File: src/jse_pkg.sv
// jse_pkg: shared types and character codes for the json string escaper
// used by jse_front, jse_queue, jse_back and json_string_escaper
package jse_pkg;

    localparam logic [7:0] C_QUOTE     = 8'h22;
    localparam logic [7:0] C_BACKSLASH = 8'h5C;
    localparam logic [7:0] C_ZERO      = 8'h30;
    localparam logic [7:0] C_LET_U     = 8'h75;
    localparam logic [7:0] C_LET_B     = 8'h62;
    localparam logic [7:0] C_LET_T     = 8'h74;
    localparam logic [7:0] C_LET_N     = 8'h6E;
    localparam logic [7:0] C_LET_F     = 8'h66;
    localparam logic [7:0] C_LET_R     = 8'h72;
    localparam logic [7:0] C_HEX_ALPHA = 8'h37;  // 'A' - 10
    localparam logic [3:0] C_NIBBLE    = 4'hF;

    typedef enum logic [1:0] {
        K_PLAIN,   // byte passes through
        K_ESC,     // backslash plus a second character
        K_UNI,     // backslash u 0 0 hex hex
        K_CLOSE    // closing quote
    } t_kind;

    // one classified input item
    typedef struct packed {
        logic       open_q;  // emit an opening quote first
        t_kind      kind;
        logic [7:0] ch;      // raw byte, or character after the backslash
    } t_desc;

    function automatic logic [7:0] hex_char(input logic [3:0] nib);
        logic [7:0] v;
        v = {4'h0, nib & C_NIBBLE};
        if (nib < 4'd10) begin
            hex_char = C_ZERO + v;
        end else begin
            hex_char = C_HEX_ALPHA + v;
        end
    endfunction

endpackage

File: src/jse_front.sv
// jse_front: accepts input transfers, tracks whether a string is open and
// classifies each byte; depends on jse_pkg
module jse_front
    import jse_pkg::*;
(
    input  logic       i_clk,
    input  logic       i_rst_n,
    input  logic       i_valid,
    input  logic       i_cmd,
    input  logic [7:0] i_byte,
    input  logic       i_full,
    output logic       o_ready,
    output logic       o_push,
    output t_desc      o_desc
);

    logic r_inside;
    logic n_inside;

    assign o_ready = !i_full;
    assign o_push  = i_valid && !i_full;

    always_comb begin
        o_desc.open_q = !r_inside;
        o_desc.kind   = K_PLAIN;
        o_desc.ch     = i_byte;
        if (i_cmd) begin
            o_desc.kind = K_CLOSE;
        end else begin
            unique case (i_byte)
                8'h08: begin o_desc.kind = K_ESC; o_desc.ch = C_LET_B; end
                8'h09: begin o_desc.kind = K_ESC; o_desc.ch = C_LET_T; end
                8'h0A: begin o_desc.kind = K_ESC; o_desc.ch = C_LET_N; end
                8'h0C: begin o_desc.kind = K_ESC; o_desc.ch = C_LET_F; end
                8'h0D: begin o_desc.kind = K_ESC; o_desc.ch = C_LET_R; end
                C_QUOTE,
                C_BACKSLASH: begin
                    o_desc.kind = K_ESC;
                end
                default: begin
                    if (i_byte < 8'h20) begin
                        o_desc.kind = K_UNI;
                    end
                end
            endcase
        end
    end

    assign n_inside = o_push ? !i_cmd : r_inside;

    always_ff @(posedge i_clk) begin
        if (!i_rst_n) begin
            r_inside <= 1'b0;
        end else begin
            r_inside <= n_inside;
        end
    end

endmodule

File: src/jse_queue.sv
// jse_queue: small register queue of classified items between front and back
// depends on jse_pkg for the item type
module jse_queue
    import jse_pkg::*;
#(
    parameter int DEPTH = 4
) (
    input  logic  i_clk,
    input  logic  i_rst_n,
    input  logic  i_push,
    input  t_desc i_desc,
    input  logic  i_pop,
    output logic  o_full,
    output logic  o_valid,
    output t_desc o_desc
);

    localparam int AW = (DEPTH > 1) ? $clog2(DEPTH) : 1;
    localparam logic [AW-1:0] LAST_PTR = AW'(DEPTH - 1);
    localparam logic [AW:0]   FULL_CNT = (AW + 1)'(DEPTH);

    t_desc         r_mem [DEPTH];
    logic [AW-1:0] r_wptr, r_rptr, n_wptr, n_rptr;
    logic [AW:0]   r_count, n_count;

    assign o_full  = (r_count == FULL_CNT);
    assign o_valid = (r_count != '0);
    assign o_desc  = r_mem[r_rptr];

    always_comb begin
        n_wptr  = r_wptr;
        n_rptr  = r_rptr;
        n_count = r_count;
        if (i_push) begin
            n_wptr = (r_wptr == LAST_PTR) ? '0 : r_wptr + 1'b1;
        end
        if (i_pop) begin
            n_rptr = (r_rptr == LAST_PTR) ? '0 : r_rptr + 1'b1;
        end
        if (i_push && !i_pop) begin
            n_count = r_count + 1'b1;
        end else if (i_pop && !i_push) begin
            n_count = r_count - 1'b1;
        end
    end

    always_ff @(posedge i_clk) begin
        if (i_push) begin
            r_mem[r_wptr] <= i_desc;
        end
    end

    always_ff @(posedge i_clk) begin
        if (!i_rst_n) begin
            r_wptr  <= '0;
            r_rptr  <= '0;
            r_count <= '0;
        end else begin
            r_wptr  <= n_wptr;
            r_rptr  <= n_rptr;
            r_count <= n_count;
        end
    end

endmodule

File: src/jse_back.sv
// jse_back: takes classified queue items and, unless stalled, emits their
// escaped bytes one per cycle into an output register; depends on jse_pkg
module jse_back
    import jse_pkg::*;
(
    input  logic       i_clk,
    input  logic       i_rst_n,
    input  logic       i_q_valid,
    input  t_desc      i_q_desc,
    output logic       o_pop,
    output logic       o_valid,
    input  logic       i_ready,
    output logic [7:0] o_byte,
    output logic       o_last,
    output logic       o_end
);

    logic       r_have;
    t_desc      r_desc;
    logic [2:0] r_step;
    logic       r_ov;
    logic [7:0] r_ob;
    logic       r_ol, r_oe;

    logic       adv;
    logic [2:0] j, cnt;
    logic [7:0] cur_byte;
    logic       cur_last, cur_end, is_open;

    assign adv = !r_ov || i_ready;

    always_comb begin
        is_open  = r_desc.open_q && (r_step == 3'd0);
        j        = r_step - {2'b00, r_desc.open_q};
        cur_end  = 1'b0;
        cur_byte = C_QUOTE;
        unique case (r_desc.kind)
            K_PLAIN: cnt = 3'd1;
            K_ESC:   cnt = 3'd2;
            K_UNI:   cnt = 3'd6;
            K_CLOSE: cnt = 3'd1;
            default: cnt = 3'd1;
        endcase
        if (!is_open) begin
            unique case (r_desc.kind)
                K_PLAIN: cur_byte = r_desc.ch;
                K_ESC:   cur_byte = (j == 3'd0) ? C_BACKSLASH : r_desc.ch;
                K_UNI: begin
                    unique case (j)
                        3'd0:    cur_byte = C_BACKSLASH;
                        3'd1:    cur_byte = C_LET_U;
                        3'd2,
                        3'd3:    cur_byte = C_ZERO;
                        3'd4:    cur_byte = hex_char(r_desc.ch[7:4]);
                        default: cur_byte = hex_char(r_desc.ch[3:0]);
                    endcase
                end
                K_CLOSE: begin
                    cur_byte = C_QUOTE;
                    cur_end  = 1'b1;
                end
                default: cur_byte = r_desc.ch;
            endcase
        end
        cur_last = (r_step == cnt + {2'b00, r_desc.open_q} - 3'd1);
    end

    // next item enters while the last byte of the current one is emitted
    assign o_pop = i_q_valid && (!r_have || (adv && cur_last));

    always_ff @(posedge i_clk) begin
        if (!i_rst_n) begin
            r_have <= 1'b0;
            r_step <= '0;
            r_ov   <= 1'b0;
        end else begin
            if (adv) begin
                r_ov <= r_have;
            end
            if (r_have && adv) begin
                r_step <= cur_last ? 3'd0 : r_step + 3'd1;
            end
            if (o_pop) begin
                r_have <= 1'b1;
            end else if (r_have && adv && cur_last) begin
                r_have <= 1'b0;
            end
        end
    end

    always_ff @(posedge i_clk) begin
        if (o_pop) begin
            r_desc <= i_q_desc;
        end
        if (adv && r_have) begin
            r_ob <= cur_byte;
            r_ol <= cur_last;
            r_oe <= cur_end;
        end
    end

    assign o_valid = r_ov;
    assign o_byte  = r_ob;
    assign o_last  = r_ol;
    assign o_end   = r_oe;

endmodule

File: src/json_string_escaper.sv
// json_string_escaper: top level, wires front, queue and back together
// depends on jse_pkg, jse_front, jse_queue and jse_back
//
// channel   direction  tdata            tuser          tlast
// s_axis    in         data_byte[7:0]   cmd            -
// m_axis    out        out_byte[7:0]    string_end     run_last
//
// a plain byte inside an open string yields one output byte, so one transfer per cycle
// while the output does not stall; an escape yields two bytes, a \u00XX form six,
// plus one for an opening quote; the back sequencer emits one per cycle unless stalled
// synchronous active-low reset closes any open string and empties the queue
// input stalls only when the queue is full; output stalls hold the output register
module json_string_escaper
    import jse_pkg::*;
#(
    parameter int QUEUE_DEPTH = 4
) (
    input  logic       i_clk,
    input  logic       i_rst_n,
    input  logic       s_axis_tvalid,
    output logic       s_axis_tready,
    input  logic [7:0] s_axis_tdata,   // [7:0] data_byte
    input  logic [0:0] s_axis_tuser,   // [0] cmd
    output logic       m_axis_tvalid,
    input  logic       m_axis_tready,
    output logic [7:0] m_axis_tdata,   // [7:0] out_byte
    output logic [0:0] m_axis_tuser,   // [0] string_end
    output logic       m_axis_tlast
);

    logic  push, pop, full, q_valid;
    t_desc f_desc, q_desc;

    jse_front u_front (
        .i_clk   (i_clk),
        .i_rst_n (i_rst_n),
        .i_valid (s_axis_tvalid),
        .i_cmd   (s_axis_tuser[0]),
        .i_byte  (s_axis_tdata),
        .i_full  (full),
        .o_ready (s_axis_tready),
        .o_push  (push),
        .o_desc  (f_desc)
    );

    jse_queue #(
        .DEPTH (QUEUE_DEPTH)
    ) u_queue (
        .i_clk   (i_clk),
        .i_rst_n (i_rst_n),
        .i_push  (push),
        .i_desc  (f_desc),
        .i_pop   (pop),
        .o_full  (full),
        .o_valid (q_valid),
        .o_desc  (q_desc)
    );

    jse_back u_back (
        .i_clk     (i_clk),
        .i_rst_n   (i_rst_n),
        .i_q_valid (q_valid),
        .i_q_desc  (q_desc),
        .o_pop     (pop),
        .o_valid   (m_axis_tvalid),
        .i_ready   (m_axis_tready),
        .o_byte    (m_axis_tdata),
        .o_last    (m_axis_tlast),
        .o_end     (m_axis_tuser[0])
    );

endmodule
File: config.mk
export PLATFORM = sky130hd
export DESIGN_NAME = json_string_escaper
export DESIGN_NICKNAME = d
export VERILOG_FILES = /design/src/jse_pkg.sv /design/src/jse_front.sv /design/src/jse_queue.sv /design/src/jse_back.sv /design/src/json_string_escaper.sv
export SDC_FILE = /design/constraint.sdc
export NUM_CORES = 1
export LEC_CHECK = 0
export BUFFER_PORTS_ARGS = -buffer_cell sky130_fd_sc_hd__buf_2
export CAP_MARGIN = 40
export CORE_ASPECT_RATIO = 0.9
export CORE_MARGIN = 2
export CORE_UTILIZATION = 55
export DETAILED_ROUTE_END_ITERATION = 10
export GPL_ROUTABILITY_DRIVEN = 1
export HOLD_SLACK_MARGIN = 0.05
export PLACE_DENSITY = 0.71
export SLEW_MARGIN = 40
export SYNTH_ARGS = -nofsm -noshare
export SYNTH_HDL_FRONTEND = slang
export SYNTH_SLANG_ARGS = --single-unit
export TNS_END_PERCENT = 20
File: constraint.sdc
create_clock -name i_clk -period 4.5 [get_ports i_clk]
set_input_delay 1.125 -clock i_clk [delete_from_list [all_inputs] [get_ports i_clk]]
set_output_delay 1.125 -clock i_clk [all_outputs]
set_load 0.02 [all_outputs]
==> results.ini, run 1 <==
[placed_design]
place_congestion = 0.873
port_buffers = 24
dpl.hpwl_um = 4480

[route]
drtPass1Iterations = 4
drt_iter0_drc = 91
drc = 0
wl_per_cell_um = 15.2
antenna_left = 0
routed-via-count = 2364
via_per_inst = 5.68
wirelength_um = 6340

[die]
die_width_um = 91.7
start_util = 0.575
dieHeight_um = 82.9
coreArea_um2 = 6620
num_rows = 28
dieArea_um2 = 7600
ios = 25

[critical_path]
slowest_stage = edfxtp_1
critPathMaxFanout = 12
endpoint_kind = flop
crit_type = reg2reg
path_cells = inv_1 -> ha_1 -> nor4bb_1 -> a22oi_2 -> a2bb2oi_4 -> a31oi_4 -> ha_1 -> inv_1 -> fa_1 -> xor2_1 -> or3_1 -> a21boi_0
cp.arrival_ns = 3.33
cp.required_ns = 4.77
startpoint_type = flop
max_stage_delay_ns = 0.42

[layout]
diodes = 0
nets = 351
mostFrequentLayoutCells = edfxtp_1, buf_2, inv_1
syn2layout_area_growth_pct = 10.3
drive_gt1_frac = 0.193
layout_commonest_cell = edfxtp_1
nFillCells = 488

[synth]
synth_area_leaders = edfxtp_1, dfxtp_1, mux4_2
synth.avg_cell_area_um2 = 12.9
seq_area_frac_synth = 0.581
synth_area_um2 = 3810
ys_seq_elements = 78
synth_nets = 324
yosysTopAreaCell = edfxtp_1
syn_inst = 294
ys.flop_type = edfxtp_1
async_flop_share = 0
synth_cell_types = 59
synth_warnings = 0
synth_edf_count = 65
synth_top_area_frac = 0.513

[timing]
fin_worst_skew_ns = 0.00847
rsz0062_at_grt = no
fin_setup_tns_ns = 0
slew_violations = 0
fmax_mhz = 326
min_period_over_period = 0.681
worst_slew_pin_slew_ns = 0.624
setup_violations = 0
hold_violations = 0
slew_headroom = 0.579
finalCriticalPeriod_ns = 3.06

[grt]
grt_pass1_wl_um = 10800
grt_start_max_net_pins = 16
antenna_found_initial = 0
grt_pass1_vias = 2252
gr-usage-all-layers = 0.184
grt-ovfl-total = 0

[pwr]
leakage_nw = 1.54
ir_drop_uv = 334
power_mw = 2.85
power_density_nw_per_um2 = 680

[clocking]
hold_buffers = 0
htreeDepth = 3
cts.sinks = 78
cts_resized = 0
cts.reportedPaths.clkPinSlew_ns = 0.08
cts_root_buf = clkbuf_8
insertion_delay_ns = 0.34
post_cts_buffers = 0
cts_buffer_depth = 2
cts_tree = yes
cts_made_buffers = 9

[outcome]
outcome = complete, no violations

[job]
max_cap_violations = 0

[worst_hold_path]
hold_class = reg2reg

==> synthesized netlist by cell type (all sizes together) (3+ instances only) <==
master / n
edfxtp: 65
a21oi: 21
inv: 21
nor2: 19
o21ai: 19
ha: 16
nand2: 16
dfxtp: 13
mux4: 11
nor2b: 8
nor3: 7
and3: 6
a21boi: 5
buf: 5
nand3: 4
xnor2: 4
and2: 3
clkbuf: 3
o22ai: 3
==> critical path: cells and delay by family (launching register included) <==
family	cells	cell delay, ns
fa+ha+maj	3	1.01
simple gates	2	0.42
xor+xnor	1	0.18
compound gates	4	0.79
flops	1	0.42
buf+inv	2	0.16
==> final cells by class <==
type                    instances  area [um2]  share of cell area
clock buffers                  11         141              0.0337
clock inverters                 5        58.8              0.0140
inverters                      21        78.8              0.0188
multi-input cells             187        1470               0.351
flip-flops and latches         78        2210               0.527
well taps                      90         113              0.0268
repair buffers                 24         120              0.0286
==> worst paths after layout <==
check	startpoint	cells past startpoint	end	slack, ns
worst min-delay path	u_front.r_inside	1	u_front.r_inside	0.50
worst min register to register	u_front.r_inside	1	u_front.r_inside	0.50
worst max register to register	u_back.r_desc[8]	12	u_queue.r_count[2]	1.44
worst max-delay path	u_back.r_desc[8]	12	u_queue.r_count[2]	1.44
==> cell families (layout without fill, tap and decap cells) <==
logic type | after synthesis | after routing | share of synthesized area
flops | 78 | 78 | 0.581
simple gates | 81 | 81 | 0.116
mux | 13 | 13 | 0.0703
compound gates | 70 | 70 | 0.128
buf+inv | 29 | 61 | 0.0316
fa+ha+maj | 17 | 17 | 0.0579
xor+xnor | 6 | 6 | 0.0158
==> registers in the layout (all words and copies together), names as in the netlist <==
| signal | count |
|---|---|
| u_back.o_last | 1 |
| u_back.o_end | 1 |
| u_queue.r_mem | 44 |
| u_back.o_valid | 1 |
| u_queue.r_rptr | 2 |
| u_front.r_inside | 1 |
| u_back.r_have | 1 |
| u_back.r_step | 3 |
| u_queue.r_wptr | 2 |
| u_back.o_byte | 8 |
| u_queue.r_count | 3 |
| u_back.r_desc | 11 |
==> through the flow <==
stage | setup slack, ns | area, um2 | utilization | hold slack (ns) | instances
3_3_place_gp | 1.42 | 4000 | 0.604 | 0.481 | 400
5_1_grt | 1.18 | 4200 | 0.634 | 0.540 | 416
4_1_cts | 1.43 | 4200 | 0.634 | 0.504 | 416
3_5_place_dp | 1.34 | 4000 | 0.604 | 0.486 | 400
2_1_floorplan | 1.57 | 3810 | - | 0.469 | 294
6_report | 1.44 | 4200 | 0.634 | 0.504 | 416
==> report_power, final <==
group	total [mW]	switching [mW]	internal [mW]	leakage, nW
Combinational	1.16	0.675	0.488	0.736
Clock	0.512	0.241	0.271	0.0955
Sequential	1.18	0.157	1.02	0.710
Total	2.85	1.07	1.78	1.54
==> metal layers <==
layer,part of all wire,GRT usage,vias up
met5,0,0,-
met4,0.016,0.0638,0
met3,0.046,0.0581,11
met2,0.50,0.307,65
met1,0.44,0.228,1126
li1,-,-,1162
Note: power is estimated with default switching activity, not from simulation.
==> run 2, diff against run 1 <==
--- a/config.mk
+++ b/config.mk
@@ -5,6 +5,7 @@
 export SDC_FILE = /design/constraint.sdc
 export NUM_CORES = 1
 export LEC_CHECK = 0
+export ABC_AREA = 1
 export BUFFER_PORTS_ARGS = -buffer_cell sky130_fd_sc_hd__buf_2
 export CAP_MARGIN = 40
 export CORE_ASPECT_RATIO = 0.9
==> constraint.sdc (replaced) <==
create_clock -name i_clk -period 3.05 [get_ports i_clk]
set_input_delay 0.7625 -clock i_clk [delete_from_list [all_inputs] [get_ports i_clk]]
set_output_delay 0.7625 -clock i_clk [all_outputs]
set_load 0.02 [all_outputs]
==> run 2 against run 1 <==
Against the previous run: combinational power rose by 63%; cell count up 24%; final area shrank 0.27%; sequential share of layout area increased by 0.11 points; non-clock buffer count rose by 6; largest power group is now combinational logic.
==> results.ini, run 2 <==
[outcome]
outcome = complete, no violations

[route]
drc = 0
wl_per_cell_um = 13.2
drtPass1Iterations = 5
antenna_left = 0
routed-via-count = 2738
drt_iter0_drc = 180
wirelength_um = 6840
via_per_inst = 5.30

[timing]
layout_setup_ws_ns = 0.434
min_period_over_period = 0.858
finalCriticalPeriod_ns = 2.62
hold_slack_ns = 0.480
fmax_mhz = 382
worst_slew_pin_slew_ns = 0.654
hold_violations = 0
setup_violations = 0
fin_worst_skew_ns = 0.0101
slew_violations = 0
rsz0062_at_grt = no
slew_headroom = 0.563
fin_setup_tns_ns = 0

[grt]
grt_pass1_wl_um = 11300
grt_start_max_net_pins = 26
gr-usage-all-layers = 0.199
grt_pass1_vias = 2513
antenna_found_initial = 0
grt-ovfl-total = 0

[clocking]
cts_made_buffers = 9
post_cts_buffers = 0
cts_buffer_depth = 2
htreeDepth = 3
cts_tree = yes
cts_root_buf = clkbuf_8
hold_buffers = 0
cts_resized = 0
cts.reportedPaths.clkPinSlew_ns = 0.08
cts.sinks = 78
insertion_delay_ns = 0.35

[layout]
mostFrequentLayoutCells = edfxtp_1, nand2_1, nor2_1
final_area_um2 = 4190
final_util = 0.632
nets = 453
layout_commonest_cell = edfxtp_1
largest_reg_flops = 44
drive_gt1_frac = 0.133
regMostFlops = u_queue.r_mem
diodes = 0
syn2layout_area_growth_pct = 10.6

[placed_design]
port_buffers = 24
place_area_um2 = 4020
pre_cts_ws_ns = 0.433
place_congestion = 0.889
dpl.hpwl_um = 4770

[synth]
syn_inst = 392
synth_area_um2 = 3780
ys.flop_type = edfxtp_1
synth_cell_types = 32
synth.most_common_cell = edfxtp_1
yosysTopAreaCell = edfxtp_1
seq_area_frac_synth = 0.584
yosys-top-cells-count = edfxtp_1, nand2_1, nor2_1, inv_1, o21ai_0
synth.avg_cell_area_um2 = 9.66
async_flop_share = 0
synth_top_area_frac = 0.516
synth_area_leaders = edfxtp_1, dfxtp_1, o21ai_0
synth_warnings = 0
synth_nets = 422
ys_seq_elements = 78
synth_edf_count = 65

[critical_path]
slowest_stage = edfxtp_1
path_buf_inv = 3
cp.required_ns = 3.29
cp_top_family = adder cells
critPathMaxFanout = 7
path_cells = inv_1 -> ha_1 -> inv_1 -> nand2_1 -> nand3_1 -> nand2_1 -> nor2_1 -> nand3_1 -> nand2_1 -> nand2_2 -> ha_1 -> inv_1 -> fa_1 -> a21oi_1 -> o21ai_0 -> o21ai_0 -> a21oi_1
max_stage_delay_ns = 0.43
crit_type = reg2reg
cp.arrival_ns = 2.85
startpoint_type = flop
endpoint_kind = flop

[die]
die_width_um = 91.4
num_rows = 28
dieArea_um2 = 7560
coreArea_um2 = 6620
dieHeight_um = 82.7
ios = 25
start_util = 0.572

[job]
max_cap_violations = 0

[pwr]
power_density_nw_per_um2 = 1010
leakage_nw = 1.76
ir_drop_uv = 423

[worst_hold_path]
hold_class = reg2reg

-- run 2: cell types whose count changed in the layout (fill, tap and decap cells not counted), sizes merged, moves of 8 or more --
cell   change
nand2     +43
nor2b      -8
nor2      +36
mux4      -11
inv       +33
o22ai      +8
o21ai     +29
nand3     +19
-- run 2: layout make-up --
type | count | area (um2)
inverter | 54 | 203
tap | 90 | 113
multi-input combinational | 250 | 1330
clock buffer | 9 | 124
timing repair buffer | 30 | 165
clock inverter | 6 | 40.0
sequential | 78 | 2210
fill | 544 | 2430
-- run 2: worst paths after layout --
check	startpoint	slack, ns	end	depth (start not counted)
hold / removal	u_queue.r_count[2]	0.48	u_queue.r_count[2]	2
setup reg to reg	u_back.r_desc[8]	0.43	u_queue.r_count[2]	17
setup / recovery	u_back.r_desc[8]	0.43	u_queue.r_count[2]	17
hold reg to reg	u_queue.r_count[2]	0.48	u_queue.r_count[2]	2
-- run 2: cells by family (layout without fill, tap and decap cells) --
logic type,Yosys count,count (layout),synth area share
xor+xnor,2,2,0.00661
flops,78,78,0.584
fa+ha+maj,17,17,0.0582
compound gates,86,86,0.124
simple gates,145,145,0.163
buf+inv,64,99,0.0638
-- run 2: worst register-to-register path: stages, from the launching register on --
cell	delay, ns
edfxtp_1	0.43
inv_1	0.11
ha_1	0.30
inv_1	0.09
nand2_1	0.10
nand3_1	0.07
nand2_1	0.06
nor2_1	0.04
nand3_1	0.06
nand2_1	0.08
nand2_2	0.12
ha_1	0.16
inv_1	0.07
fa_1	0.39
a21oi_1	0.14
o21ai_0	0.11
o21ai_0	0.16
a21oi_1	0.05
-- run 2: where the power goes --
| group | switching [mW] | internal [mW] | total (mW) | leakage (nW) |
|---|---|---|---|---|
| Combinational | 1.27 | 0.621 | 1.89 | 0.964 |
| Sequential | 0.156 | 1.53 | 1.69 | 0.711 |
| Clock | 0.357 | 0.288 | 0.645 | 0.0848 |
| Total | 1.78 | 2.44 | 4.22 | 1.76 |
-- run 2: layer usage --
metal  GRT usage  up-vias  part of all wire
met3      0.0544        6             0.051
met1       0.227     1251              0.43
met5           0        -                 0
met2       0.364       84              0.51
li1            -     1397                 -
met4      0.0697        0            0.0050
-- run 2: per-stage QoR --
step / total power, mW / instances
final: 4.22 / 517
after global placement: 3.52 / 502
after CTS: 4.23 / 517
after global routing: 4.58 / 517
after floorplan: 3.11 / 392
after detailed placement: 3.58 / 502
==> run 3, diff against run 2 <==
--- a/config.mk
+++ b/config.mk
@@ -6,7 +6,7 @@
 export NUM_CORES = 1
 export LEC_CHECK = 0
 export ABC_AREA = 1
-export BUFFER_PORTS_ARGS = -buffer_cell sky130_fd_sc_hd__buf_2
+export BUFFER_PORTS_ARGS = -buffer_cell sky130_fd_sc_hd__clkbuf_2
 export CAP_MARGIN = 40
 export CORE_ASPECT_RATIO = 0.9
 export CORE_MARGIN = 2
==> run 3 against run 2 <==
Against the previous run: sequential cell count did not move; count of clock-buffer cells in the layout rose by 2; cell count rose by 0.19%; combinational power barely moved; critical endpoint unchanged.
==> results.ini, run 3 (synthesis gave the netlist of run 2 again) <==
[outcome]
outcome = complete, no violations

[critical_path]
cp.arrival_ns = 2.84
startpoint_type = flop
critPathMaxFanout = 7
r2r_setup_slack_ns = 0.44
crit_type = reg2reg
worstSetupStartpoint = u_back.r_desc[8]
endpoint_kind = flop
cp.required_ns = 3.28
rr_startpoint = u_back.r_desc[8]

[clocking]
cts.sinks = 78
hold_buffers = 0
post_cts_buffers = 0
cts_tree = yes
cts_root_buf = clkbuf_8
htreeDepth = 3
cts_resized = 0
cts_buffer_depth = 2
cts.reportedPaths.clkPinSlew_ns = 0.08
insertion_delay_ns = 0.35
cts_made_buffers = 9

[route]
antenna_left = 0
drt_iter0_drc = 171
wl_per_cell_um = 13.0
routed-via-count = 2727
drc = 0
wirelength_um = 6720
via_per_inst = 5.26
drtPass1Iterations = 4

[timing]
rsz0062_at_grt = no
finalCriticalPeriod_ns = 2.61
fin_setup_tns_ns = 0
slew_headroom = 0.574
min_period_over_period = 0.855
slew_violations = 0
fmax_mhz = 383
worst_slew_pin_slew_ns = 0.638
setup_violations = 0
hold_violations = 0
fin_worst_skew_ns = 0.00913

[layout]
largest_reg_flops = 44
diodes = 0
seqCellArea_um2 = 2210
nFillCells = 560
regMostFlops = u_queue.r_mem
nets = 453
drive_gt1_frac = 0.131
syn2layout_area_growth_pct = 11.4
mostFrequentLayoutCells = edfxtp_1, nand2_1, nor2_1
layout_commonest_cell = edfxtp_1
multiInputGateArea_um2 = 1330

[grt]
antenna_found_initial = 0
grt_start_max_net_pins = 25
grt_pass1_vias = 2502
grt-ovfl-total = 0
grt_pass1_wl_um = 11200
gr-usage-all-layers = 0.194

[pwr]
power_density_nw_per_um2 = 1020
seqPwrFrac = 0.393
netSwitchingPower_mw = 1.77
leakage_nw = 1.77
p_sw_frac = 0.412
share_comb_of_total_power = 0.435
power_mw = 4.31
p_int_mw = 2.53
ir_drop_uv = 478
clkPwrFrac = 0.173

[job]
max_cap_violations = 0

[die]
die_width_um = 91.4
dieArea_um2 = 7560
ios = 25
coreArea_um2 = 6620
start_util = 0.572
num_rows = 28
dieHeight_um = 82.7

[worst_hold_path]
hold_class = reg2reg
hold_start = u_queue.r_count[2]

[placed_design]
port_buffers = 24
place_congestion = 0.885
dpl.hpwl_um = 4790

## run 3: critical path, cell delays in order (launching register included)
cell	delay, ns
edfxtp_1	0.42
inv_1	0.10
ha_1	0.30
inv_1	0.10
nand2_1	0.08
nand3_1	0.07
nand2_1	0.07
nor2_1	0.05
nand3_1	0.06
nand2_1	0.07
nand2_2	0.12
ha_1	0.15
inv_1	0.06
fa_1	0.38
a21oi_1	0.14
o21ai_0	0.11
o21ai_0	0.15
a21oi_1	0.05
## run 3: layer usage
layer | vias up | GRT usage | share of wire | routed length [um]
met3 | 9 | 0.0436 | 0.037 | 250
met4 | 0 | 0.0591 | 0.012 | 82
met5 | - | 0 | 0 | 0
met2 | 58 | 0.352 | 0.48 | 3250
li1 | 1394 | - | - | -
met1 | 1266 | 0.235 | 0.47 | 3140
## run 3: layout make-up
class,instances,share of cell area
Inverter,54,0.0481
Clock inverter,5,0.0142
Tap cell,90,0.0267
Timing Repair Buffer,30,0.0392
Clock buffer,11,0.0312
Sequential cell,78,0.525
Multi-Input combinational cell,250,0.316
## run 3: path summary, 6_finish.rpt
check	cells after the start	to
hold reg to reg	2	u_queue.r_count[2]
setup reg to reg	17	u_queue.r_count[2]
setup / recovery	17	u_queue.r_count[2]
hold / removal	2	u_queue.r_count[2]
## run 3: power by group through the flow
| stage | clock (mW) | sequential (mW) | combinational (mW) |
|---|---|---|---|
| after floorplan | 0 | 1.77 | 1.34 |
| after global placement | 0 | 1.71 | 1.81 |
| after detailed placement | 0 | 1.72 | 1.85 |
| after CTS | 0.761 | 1.69 | 1.86 |
| after global routing | 0.809 | 1.72 | 2.12 |
| final | 0.744 | 1.69 | 1.87 |
## run 3: metrics by stage
step                cells  hold slack (ns)   util  cell area [um2]  setup slack (ns)
floorplan             392            0.452      -             3780             0.697
global placement      502            0.463  0.608             4020             0.582
detailed placement    502            0.470  0.608             4020             0.475
CTS                   518            0.485  0.637             4220             0.466
global route          518            0.530  0.637             4220             0.190
finish                518            0.484  0.637             4220             0.442
